**src/hdl/ttbs_pkg.sv**
```systemverilog
// ----------------------------------------------------------------------------
// ttbs_pkg: shared types and constants for the tick timer bank scheduler
// Command codes, slot counts and the record that moves along the slot chain.
// ----------------------------------------------------------------------------
package ttbs_pkg;

    localparam int TASK_SLOTS  = 8;
    localparam int TIMER_SLOTS = 4;
    localparam int SOFT_TIMERS = 4;

    // chain length: every slot kind shares one ring of cells
    localparam int CELLS   = TASK_SLOTS + TIMER_SLOTS + SOFT_TIMERS;
    localparam int CELL_W  = $clog2(CELLS);
    localparam int TCNT_W  = $clog2(TASK_SLOTS + 1);
    localparam int MCNT_W  = $clog2(TIMER_SLOTS + 1);

    typedef enum logic [3:0] {
        FN_TICK    = 4'd0,
        FN_MK_TASK = 4'd1,
        FN_RESUME  = 4'd2,
        FN_HOLD    = 4'd3,
        FN_MK_TMR  = 4'd4,
        FN_RESTART = 4'd5,
        FN_STOP    = 4'd6,
        FN_SOFT    = 4'd7,
        FN_COLLECT = 4'd8,
        FN_QUERY   = 4'd9,
        FN_NONE    = 4'd15     // request that leaves every slot alone
    } func_t;

    typedef enum logic [1:0] {
        KIND_TASK  = 2'd0,
        KIND_TIMER = 2'd1,
        KIND_SOFT  = 2'd2
    } kind_t;

    // state of one slot; flags mean per kind (task/timer/soft)
    typedef struct packed {
        kind_t       kind;
        logic [3:0]  id;
        logic        used;     // created (soft: always)
        logic        mode;     // task sync / timer periodic
        logic        run;      // task ready / timer running
        logic        pend;
        logic [15:0] period;
        logic [15:0] cnt;      // ticks, or remaining for soft
    } slot_t;

    // request broadcast to the cell at the chain head
    typedef struct packed {
        logic [3:0]  func;
        logic [3:0]  index;
        logic [15:0] period;
        logic        periodic;
        logic [15:0] soft_time;
        logic [3:0]  new_id;   // handle for a create
    } req_t;

    // what a cell reports back to the sequencer
    typedef struct packed {
        logic        fired;    // collect produced a result
        logic        done;     // soft timer named by the request is at zero
    } rpt_t;

endpackage

```
**src/hdl/ttbs_cell.sv**
```systemverilog
// ----------------------------------------------------------------------------
// ttbs_cell: one slot of the rotating slot chain
// Applies the current request to the slot at the head and passes it on.
// ----------------------------------------------------------------------------
module ttbs_cell import ttbs_pkg::*; (
    input  logic  aclk,
    input  logic  shift,
    input  logic  apply,
    input  req_t  req,
    input  slot_t slot_in,
    input  logic  load,
    input  slot_t load_val,
    output slot_t slot_out,
    output rpt_t  rpt
);

    slot_t slot_reg;
    slot_t upd;

    // apply the request to the incoming slot
    always_comb begin
        upd = slot_in;
        rpt = '0;
        if (apply) begin
            case (slot_in.kind)
                KIND_TASK: begin
                    if (req.func == FN_TICK && slot_in.used && slot_in.mode
                        && slot_in.run) begin
                        upd.cnt = slot_in.cnt + 16'd1;
                        if (upd.cnt >= slot_in.period) begin
                            upd.cnt  = '0;
                            upd.pend = 1'b1;
                        end
                    end
                    if (req.func == FN_MK_TASK && slot_in.id == req.new_id) begin
                        upd.used   = 1'b1;
                        upd.mode   = req.periodic;
                        upd.run    = 1'b1;
                        upd.pend   = 1'b0;
                        upd.cnt    = '0;
                        upd.period = req.period;
                    end
                    if ((req.func == FN_RESUME || req.func == FN_HOLD)
                        && slot_in.used && slot_in.id == req.index) begin
                        upd.run = (req.func == FN_RESUME);
                    end
                    if (req.func == FN_COLLECT && slot_in.used && slot_in.pend
                        && slot_in.run) begin
                        upd.pend  = 1'b0;
                        rpt.fired = 1'b1;
                    end
                end
                KIND_TIMER: begin
                    if (req.func == FN_TICK && slot_in.used && slot_in.run) begin
                        upd.cnt = slot_in.cnt + 16'd1;
                        if (upd.cnt >= slot_in.period) begin
                            upd.cnt  = '0;
                            upd.pend = 1'b1;
                            upd.run  = slot_in.mode;
                        end
                    end
                    if (req.func == FN_MK_TMR && slot_in.id == req.new_id) begin
                        upd.used   = 1'b1;
                        upd.mode   = req.periodic;
                        upd.run    = 1'b0;
                        upd.pend   = 1'b0;
                        upd.cnt    = '0;
                        upd.period = req.period;
                    end
                    if (slot_in.used && slot_in.id == req.index) begin
                        if (req.func == FN_RESTART) begin
                            upd.cnt = '0;
                            upd.run = 1'b1;
                        end
                        if (req.func == FN_STOP) begin
                            upd.run = 1'b0;
                        end
                    end
                    if (req.func == FN_COLLECT && slot_in.used && slot_in.pend) begin
                        upd.pend  = 1'b0;
                        rpt.fired = 1'b1;
                    end
                end
                default: begin
                    if (req.func == FN_TICK && slot_in.cnt != 16'd0) begin
                        upd.cnt = slot_in.cnt - 16'd1;
                    end
                    if (slot_in.id == req.index) begin
                        if (req.func == FN_SOFT) begin
                            upd.cnt = req.soft_time;
                        end
                        rpt.done = (slot_in.cnt == 16'd0);
                    end
                end
            endcase
        end
    end

    // load, hold or advance the slot
    always_ff @(posedge aclk) begin
        if (load) begin
            slot_reg <= load_val;
        end else if (shift) begin
            slot_reg <= upd;
        end
    end

    assign slot_out = slot_reg;

endmodule

```
**src/hdl/tick_timer_bank_scheduler.sv**
```systemverilog
// ----------------------------------------------------------------------------
// tick_timer_bank_scheduler: tick-driven task, timer and soft timer bank
// Command sequencer around a rotating chain of slot cells.
// ----------------------------------------------------------------------------
// All 16 slots (8 tasks, 4 timers, 4 soft timers) sit in a ring of cells that
// rotates one place per cycle while not stalled. Every command takes one full
// revolution of the ring, then loads its last result into the output register,
// and the next request is taken only once that result has been loaded.
// Collect results come out as the chain carries each fired slot past the
// head, tasks first then timers, in handle order; while a pending result waits
// and the output register is still full, a further fired slot at the head stops
// the ring, so a stalled receiver lengthens the command. The ring loads its
// slot identities after reset before the first request is taken.
module tick_timer_bank_scheduler import ttbs_pkg::*; (
    input  logic        aclk,
    input  logic        aresetn,
    input  logic        s_tvalid,
    output logic        s_tready,
    // index[3:0], period[19:4], periodic[20], soft_time[36:21]
    input  logic [39:0] s_tdata,
    // func[3:0]
    input  logic [3:0]  s_tuser,
    output logic        m_tvalid,
    input  logic        m_tready,
    // status[0], handle[4:1], fired_index[8:5], soft_done[9], system_tick[25:10]
    output logic [31:0] m_tdata,
    // fired_valid[0], fired_kind[1]
    output logic [1:0]  m_tuser,
    output logic        m_tlast
);

    typedef enum logic [1:0] {ST_INIT, ST_IDLE, ST_RUN, ST_FLUSH} state_t;

    state_t              state_reg;
    logic [CELL_W-1:0]   pos_reg;
    req_t                req_reg;
    logic [TCNT_W-1:0]   tcnt_reg;
    logic [MCNT_W-1:0]   mcnt_reg;
    logic [15:0]         tick_reg;
    logic                status_reg;
    logic                done_reg;
    logic                ov_reg;       // output holding valid
    logic [31:0]         od_reg;
    logic [1:0]          ou_reg;
    logic                ol_reg;
    logic                pv_reg;       // pending collect result
    logic [4:0]          pf_reg;       // kind + index of pending result

    slot_t chain [CELLS];
    slot_t init_val;
    rpt_t  rpt;
    logic  run;
    logic  stall;
    logic  shift;
    logic  loading;
    logic  out_free;
    slot_t head;

    assign head     = chain[CELLS-1];
    assign loading  = (state_reg == ST_INIT);
    assign run      = (state_reg == ST_RUN);
    assign out_free = !ov_reg || m_tready;
    // hold the ring while a second fired slot has nowhere to go
    assign stall    = rpt.fired && pv_reg && !out_free;
    assign shift    = run && !stall;

    // identity of the slot that enters the chain during init
    always_comb begin
        init_val = '0;
        if (pos_reg < CELL_W'(TASK_SLOTS)) begin
            init_val.kind = KIND_TASK;
            init_val.id   = 4'(pos_reg);
        end else if (pos_reg < CELL_W'(TASK_SLOTS + TIMER_SLOTS)) begin
            init_val.kind = KIND_TIMER;
            init_val.id   = 4'(pos_reg - CELL_W'(TASK_SLOTS));
        end else begin
            init_val.kind = KIND_SOFT;
            init_val.id   = 4'(pos_reg - CELL_W'(TASK_SLOTS + TIMER_SLOTS));
            init_val.used = 1'b1;
        end
    end

    // ring of cells: head cell applies the request, the rest just rotate
    for (genvar g = 0; g < CELLS; g++) begin : g_cell
        slot_t prev;
        rpt_t  r;
        if (g == 0) begin : g_head
            assign prev = head;
        end else begin : g_body
            assign prev = chain[g-1];
        end
        ttbs_cell u_cell (
            .aclk     (aclk),
            .shift    (shift || loading),
            .apply    (g == 0 && run),
            .req      (req_reg),
            .slot_in  ((g == 0 && loading) ? init_val : prev),
            .load     (1'b0),
            .load_val ('0),
            .slot_out (chain[g]),
            .rpt      (r)
        );
        if (g == 0) begin : g_rpt
            assign rpt = r;
        end
    end

    assign s_tready = (state_reg == ST_IDLE);

    always_ff @(posedge aclk) begin
        if (!aresetn) begin
            state_reg <= ST_INIT;
            pos_reg   <= '0;
            tcnt_reg  <= '0;
            mcnt_reg  <= '0;
            tick_reg  <= '0;
            ov_reg    <= 1'b0;
            pv_reg    <= 1'b0;
        end else begin
            if (ov_reg && m_tready) begin
                ov_reg <= 1'b0;
            end
            unique case (state_reg)
                ST_INIT: begin
                    pos_reg <= pos_reg + 1'b1;
                    if (pos_reg == CELL_W'(CELLS - 1)) begin
                        state_reg <= ST_IDLE;
                    end
                end
                ST_IDLE: begin
                    if (s_tvalid) begin
                        req_reg.func      <= s_tuser;
                        req_reg.index     <= s_tdata[3:0];
                        req_reg.period    <= s_tdata[19:4];
                        req_reg.periodic  <= s_tdata[20];
                        req_reg.soft_time <= s_tdata[36:21];
                        status_reg <= 1'b0;
                        done_reg   <= 1'b0;
                        pos_reg    <= '0;
                        case (s_tuser)
                            FN_TICK: begin
                                tick_reg <= tick_reg + 16'd1;
                            end
                            FN_MK_TASK: begin
                                req_reg.new_id <= 4'(tcnt_reg);
                                if (tcnt_reg == TCNT_W'(TASK_SLOTS)) begin
                                    status_reg     <= 1'b1;
                                    req_reg.new_id <= 4'hF;
                                    req_reg.func   <= FN_NONE;
                                end else begin
                                    tcnt_reg <= tcnt_reg + 1'b1;
                                end
                            end
                            FN_MK_TMR: begin
                                req_reg.new_id <= 4'(mcnt_reg);
                                if (mcnt_reg == MCNT_W'(TIMER_SLOTS)) begin
                                    status_reg     <= 1'b1;
                                    req_reg.new_id <= 4'hF;
                                    req_reg.func   <= FN_NONE;
                                end else begin
                                    mcnt_reg <= mcnt_reg + 1'b1;
                                end
                            end
                            FN_RESUME, FN_HOLD: begin
                                status_reg <= ({1'b0, s_tdata[3:0]} >=
                                               5'(tcnt_reg));
                            end
                            FN_RESTART, FN_STOP: begin
                                status_reg <= ({1'b0, s_tdata[3:0]} >=
                                               5'(mcnt_reg));
                            end
                            FN_SOFT, FN_QUERY: begin
                                status_reg <= ({1'b0, s_tdata[3:0]} >=
                                               5'(SOFT_TIMERS));
                            end
                            FN_COLLECT: begin
                            end
                            default: begin
                                status_reg <= 1'b1;
                            end
                        endcase
                        if (s_tuser != FN_MK_TASK && s_tuser != FN_MK_TMR) begin
                            req_reg.new_id <= 4'hF;
                        end
                        state_reg <= ST_RUN;
                    end
                end
                ST_RUN: begin
                    // a fired slot becomes a pending result; wait if it can't go
                    if (!stall) begin
                        if (rpt.done && req_reg.func == FN_QUERY) begin
                            done_reg <= 1'b1;
                        end
                        if (rpt.fired) begin
                            if (pv_reg) begin
                                ov_reg <= 1'b1;
                                od_reg <= {6'd0, tick_reg, 1'b0, pf_reg[3:0],
                                           4'd0, 1'b0};
                                ou_reg <= {pf_reg[4], 1'b1};
                                ol_reg <= 1'b0;
                            end
                            pv_reg <= 1'b1;
                            pf_reg <= {(head.kind == KIND_TIMER), head.id};
                        end
                        pos_reg <= pos_reg + 1'b1;
                        if (pos_reg == CELL_W'(CELLS - 1)) begin
                            state_reg <= ST_FLUSH;
                        end
                    end
                end
                default: begin
                    if (out_free) begin
                        ov_reg    <= 1'b1;
                        ol_reg    <= 1'b1;
                        pv_reg    <= 1'b0;
                        state_reg <= ST_IDLE;
                        if (pv_reg) begin
                            od_reg <= {6'd0, tick_reg, 1'b0, pf_reg[3:0],
                                       4'd0, 1'b0};
                            ou_reg <= {pf_reg[4], 1'b1};
                        end else if (req_reg.func == FN_COLLECT) begin
                            od_reg <= {6'd0, tick_reg, 10'd0};
                            ou_reg <= 2'b00;
                        end else begin
                            od_reg <= {6'd0, tick_reg,
                                       done_reg && !status_reg, 4'd0,
                                       ((req_reg.func == FN_MK_TASK ||
                                         req_reg.func == FN_MK_TMR) && !status_reg)
                                           ? req_reg.new_id : 4'd0,
                                       status_reg};
                            ou_reg <= 2'b00;
                        end
                    end
                end
            endcase
        end
    end

    assign m_tvalid = ov_reg;
    assign m_tdata  = od_reg;
    assign m_tuser  = ou_reg;
    assign m_tlast  = ol_reg;

endmodule

```
**config.mk**
```make
export PLATFORM = sky130hd
export DESIGN_NAME = tick_timer_bank_scheduler
export DESIGN_NICKNAME = d
export VERILOG_FILES = /design/src/hdl/ttbs_pkg.sv /design/src/hdl/ttbs_cell.sv /design/src/hdl/tick_timer_bank_scheduler.sv
export SDC_FILE = /design/constraint.sdc
export NUM_CORES = 1
export LEC_CHECK = 0
export BUFFER_PORTS_ARGS = -buffer_cell sky130_fd_sc_hd__buf_2
export CORE_UTILIZATION = 50
export DETAILED_ROUTE_END_ITERATION = 8
export GPL_ROUTABILITY_DRIVEN = 0
export PLACE_DENSITY = 0.73
export SLEW_MARGIN = 0
export SYNTH_ARGS = -nofsm -noshare
export SYNTH_HDL_FRONTEND = slang
export SYNTH_SLANG_ARGS = --single-unit
```
**constraint.sdc**
```tcl
create_clock -name aclk -period 76.4 [get_ports aclk]
set_input_delay 7.64 -clock aclk [delete_from_list [all_inputs] [get_ports aclk]]
set_output_delay 7.64 -clock aclk [all_outputs]
set_load 0.1 [all_outputs]
```
==> results.toml <==
[timing]
min_period_over_period_pct = 14.34
max_freq_mhz = 91.27
finalSetupViolCount = 0
slew_viol_final = 0
finalClockSkew_ns = 0.02703
slew-limit-headroom_pct = 11.05
final-hold-violation-count = 0
min_period_ns = 10.96
rsz0062_at_grt = "false"
max_slew.worst_pin.slew_ns = 1.334
totalNegativeSetupSlack_ns = 0

[cells_and_area]
area.sequential_sq_mm = 0.02323
multi_input_combinational_cell_area_sq_mm = 0.004228
number_of_nets_in_the_final_layout = 1711
largest_register_ffs = 672
proportion_of_layout_cells_with_a_drive_suffix_above_1_pct = 13.27
fillers = 3910
fin_area_sq_mm = 0.03144
final_util_pct = 57.85
layout-area-overhead-vs-synth_pct = 13.25

[clock_tree]
cts-buffers-inserted = 76
sinks_on_clock_net = 784
cts.reportedPaths.clkPinSlew_ns = 0.06
clk_path_buf_depth = 3
deepest_level_of_the_cts_h_tree = 3
worst_skew_pair.late_latency_ns = 0.61
cts_tree = "yes"
root_buffer = "sky130_fd_sc_hd__clkbuf_16"
postCtsSetupRepairBufs = 0
post_cts_hold_buffer_count = 0
cts_resized = 0

[global_routing]
first_pass_grt_wire_length_mm = 71.13
grt_antenna_before_repair = 2
global_route.usage.total_pct = 16.50
globalRouteOverflowTotal = 0
largest_net_degree_at_the_start_of_global_routing = 231
grt_pass1_vias = 12935

[critical_path]
critical_path.endpoint_type = "flip-flop"
worst_r2r_startpoint = "state_reg[1]"
timing.critical_path.max_delay_family = "buffers and inverters"
worstRegToRegCells = 11
worstSetupPathDepth = 7
crit_path_start_kind = "primary input"
regToRegEndpoint = "g_cell[3].u_cell.slot_out[2]"
worstPathMaxFanout = 226
required_ns = 76.61
rrSetupSlack_ns = 70.79
worstSetupStartpoint = "m_tready"
worst-endpoint-arrival_ns = 11.17
cpPeakStageDelay_ns = 0.95
critical_path_cell_list = "buf_2 -> nor2b_1 -> a31oi_4 -> buf_4 -> buf_4 -> buf_12 -> buf_4"
critPathKind = "in -> reg"
cp.buffers_inverters = 5
critical-path-slowest-cell = "sky130_fd_sc_hd__buf_4"
crit_end = "g_cell[3].u_cell.slot_out[2]"
timing.critical_path.mode_cell = "sky130_fd_sc_hd__buf_4"

[power]
clock_network_fraction_of_total_power_pct = 29.2
seq_power_share_pct = 58.4
peakVddDrop_mv = 0.02839
internal_power_mw = 0.9259
power.share.combinational_pct = 12.4
switching_share_pct = 26.18
net-switching-power_mw = 0.3284
p_per_area_mw_per_mm2 = 39.89
p_leak_nw = 11.87

[synth]
dominantRegCellSynth = "sky130_fd_sc_hd__edfxtp_1"
postSynth.asyncResetShare_pct = 0
mappedNetlistArea_sq_mm = 0.02776
yosysTopAreaCellShare_pct = 81.45
synth_cell_type_count = 71
yosys.cell_count.top_type = "sky130_fd_sc_hd__edfxtp_1"
postSynthRegisterBits = 784
ys_warn_count = 0
synthTopCellsByArea = "sky130_fd_sc_hd__edfxtp_1 81%, sky130_fd_sc_hd__dfxtp_1 2.2%, sky130_fd_sc_hd__ha_1 1.8%"
postSynthAreaPerCell_sq_um = 18.43
synthDominantAreaCellType = "sky130_fd_sc_hd__edfxtp_1"
synth_top_cells_by_count = "753 x sky130_fd_sc_hd__edfxtp_1, 97 x sky130_fd_sc_hd__nand2_1, 55 x sky130_fd_sc_hd__nor2_1, 47 x sky130_fd_sc_hd__o21ai_0, 39 x sky130_fd_sc_hd__ha_1"
yosysSeqAreaShare_pct = 83.68
postSynthCellCount = 1506
synth_enable_flop_cells = 753

[run]
maxCapViolations = 0

[floorplan]
placeableCoreArea_sq_mm = 0.05435
pin_count = 85
fp.dieArea_sq_mm = 0.05647
die_height_um = 237.6
die-width_um = 237.6
initial_utilization_pct = 51.08
placement_rows = 85

[place]
place.port_buffers = 75
place_area_sq_mm = 0.02897
post-dp-hpwl_mm = 27.09

[detailed_routing]
drt-wirelength-per-cell_um = 18.80
drt-initial-drc-count = 1666
drt-total-wl_mm = 45.52
post_drt_via_cell_ratio = 5.411
number_of_vias_in_the_routed_layout = 13100
drc = 0
firstDrtPassIters = 7
drt.antenna.violating_nets = 0

[outcome]
run_status = "finished clean"

[hold_path]
min_path_type = "reg -> reg"
## placed cells by master (no fill, tap or decap), types with 9 or more instances in the layout
master,n
sky130_fd_sc_hd__dfxtp_1,31
sky130_fd_sc_hd__xnor2_1,36
sky130_fd_sc_hd__nor2b_1,28
sky130_fd_sc_hd__o211ai_1,10
sky130_fd_sc_hd__nand2_1,97
sky130_fd_sc_hd__o21ai_0,46
sky130_fd_sc_hd__mux2i_1,9
sky130_fd_sc_hd__nor3_1,29
sky130_fd_sc_hd__edfxtp_1,753
sky130_fd_sc_hd__clkbuf_16,78
sky130_fd_sc_hd__and2_1,34
sky130_fd_sc_hd__clkinv_2,12
sky130_fd_sc_hd__clkinv_1,16
sky130_fd_sc_hd__o22ai_1,11
sky130_fd_sc_hd__ha_1,38
sky130_fd_sc_hd__nor4_1,9
sky130_fd_sc_hd__clkbuf_1,11
sky130_fd_sc_hd__buf_2,75
sky130_fd_sc_hd__nor2_1,55
sky130_fd_sc_hd__inv_1,27
sky130_fd_sc_hd__a21oi_1,31
sky130_fd_sc_hd__nand2b_1,11
sky130_fd_sc_hd__nand4_1,20
sky130_fd_sc_hd__nand3_1,33
## power by group through the flow
stage / clock, mW / sequential [mW] / combinational [mW]
global route: 0.392 / 0.748 / 0.167
finish: 0.366 / 0.733 / 0.156
global placement: 0 / 0.730 / 0.149
detailed placement: 0 / 0.738 / 0.155
CTS: 0.376 / 0.735 / 0.154
floorplan: 0 / 0.909 / 0.107
## through the flow
| stage | setup slack, ns | instances | hold WS (ns) | power [mW] |
|---|---|---|---|---|
| finish | 65.44 | 2421 | 0.4023 | 1.254 |
| detailed placement | 64.57 | 2285 | 0.4045 | 0.8931 |
| CTS | 65.24 | 2419 | 0.3983 | 1.265 |
| global route | 65.06 | 2419 | 0.4097 | 1.308 |
| global placement | 64.75 | 2285 | 0.4005 | 0.8787 |
| floorplan | 30.58 | 1511 | 0.4003 | 1.016 |
## layout make-up
cell class,count,area share (%)
diodes,2,0.01592
clock buffers,90,6.383
clock inverters,44,1.464
inverters,29,0.3462
multi-input cells,648,13.45
flip-flops and latches,784,73.89
well taps,739,2.941
repair buffers,85,1.512
## worst register-to-register path: stages (launching register included)
cell                      delay [ns]
sky130_fd_sc_hd__dfxtp_1        0.34
sky130_fd_sc_hd__inv_1          0.11
sky130_fd_sc_hd__ha_2           0.17
sky130_fd_sc_hd__buf_4          0.49
sky130_fd_sc_hd__mux2i_1        0.28
sky130_fd_sc_hd__nand2_1        0.28
sky130_fd_sc_hd__nor3_2         0.17
sky130_fd_sc_hd__a31oi_4        0.20
sky130_fd_sc_hd__buf_4          0.51
sky130_fd_sc_hd__buf_4          0.96
sky130_fd_sc_hd__buf_12         0.70
sky130_fd_sc_hd__buf_4          0.97
## layer usage
metal,vias to the layer above,wire [um],global-route usage [%]
li1,6036,-,-
met1,6358,20520,23.62
met2,561,20400,24.40
met3,143,3089,3.612
met4,2,1509,7.468
met5,-,8,0
## cell families (layout without fill, tap and decap cells)
group,after synthesis,after routing,share of synthesized area (%)
AO/OA/AOI/OAI,175,175,4.151
other,1,8,0.01351
buffers and inverters,79,248,1.262
AND/OR/NAND/NOR,372,372,7.256
XOR/XNOR,44,44,1.388
adder cells (fa/ha/maj),39,39,1.758
multiplexers,12,12,0.4868
flip-flops,784,784,83.68
## how the worst min path moves through the flow
stage	from	end	slack (ns)	cells past startpoint
after floorplan	g_cell[9].u_cell.slot_out[0]	g_cell[10].u_cell.slot_out[0]	0.40	0
after global placement	g_cell[11].u_cell.slot_out[14]	g_cell[12].u_cell.slot_out[14]	0.40	0
after detailed placement	g_cell[9].u_cell.slot_out[12]	g_cell[10].u_cell.slot_out[12]	0.40	0
after CTS	g_cell[11].u_cell.slot_out[6]	g_cell[12].u_cell.slot_out[6]	0.40	0
after global routing	g_cell[6].u_cell.slot_out[6]	g_cell[7].u_cell.slot_out[6]	0.41	0
final	g_cell[11].u_cell.slot_out[6]	g_cell[12].u_cell.slot_out[6]	0.40	0
Note: power is estimated with default switching activity, not from simulation.
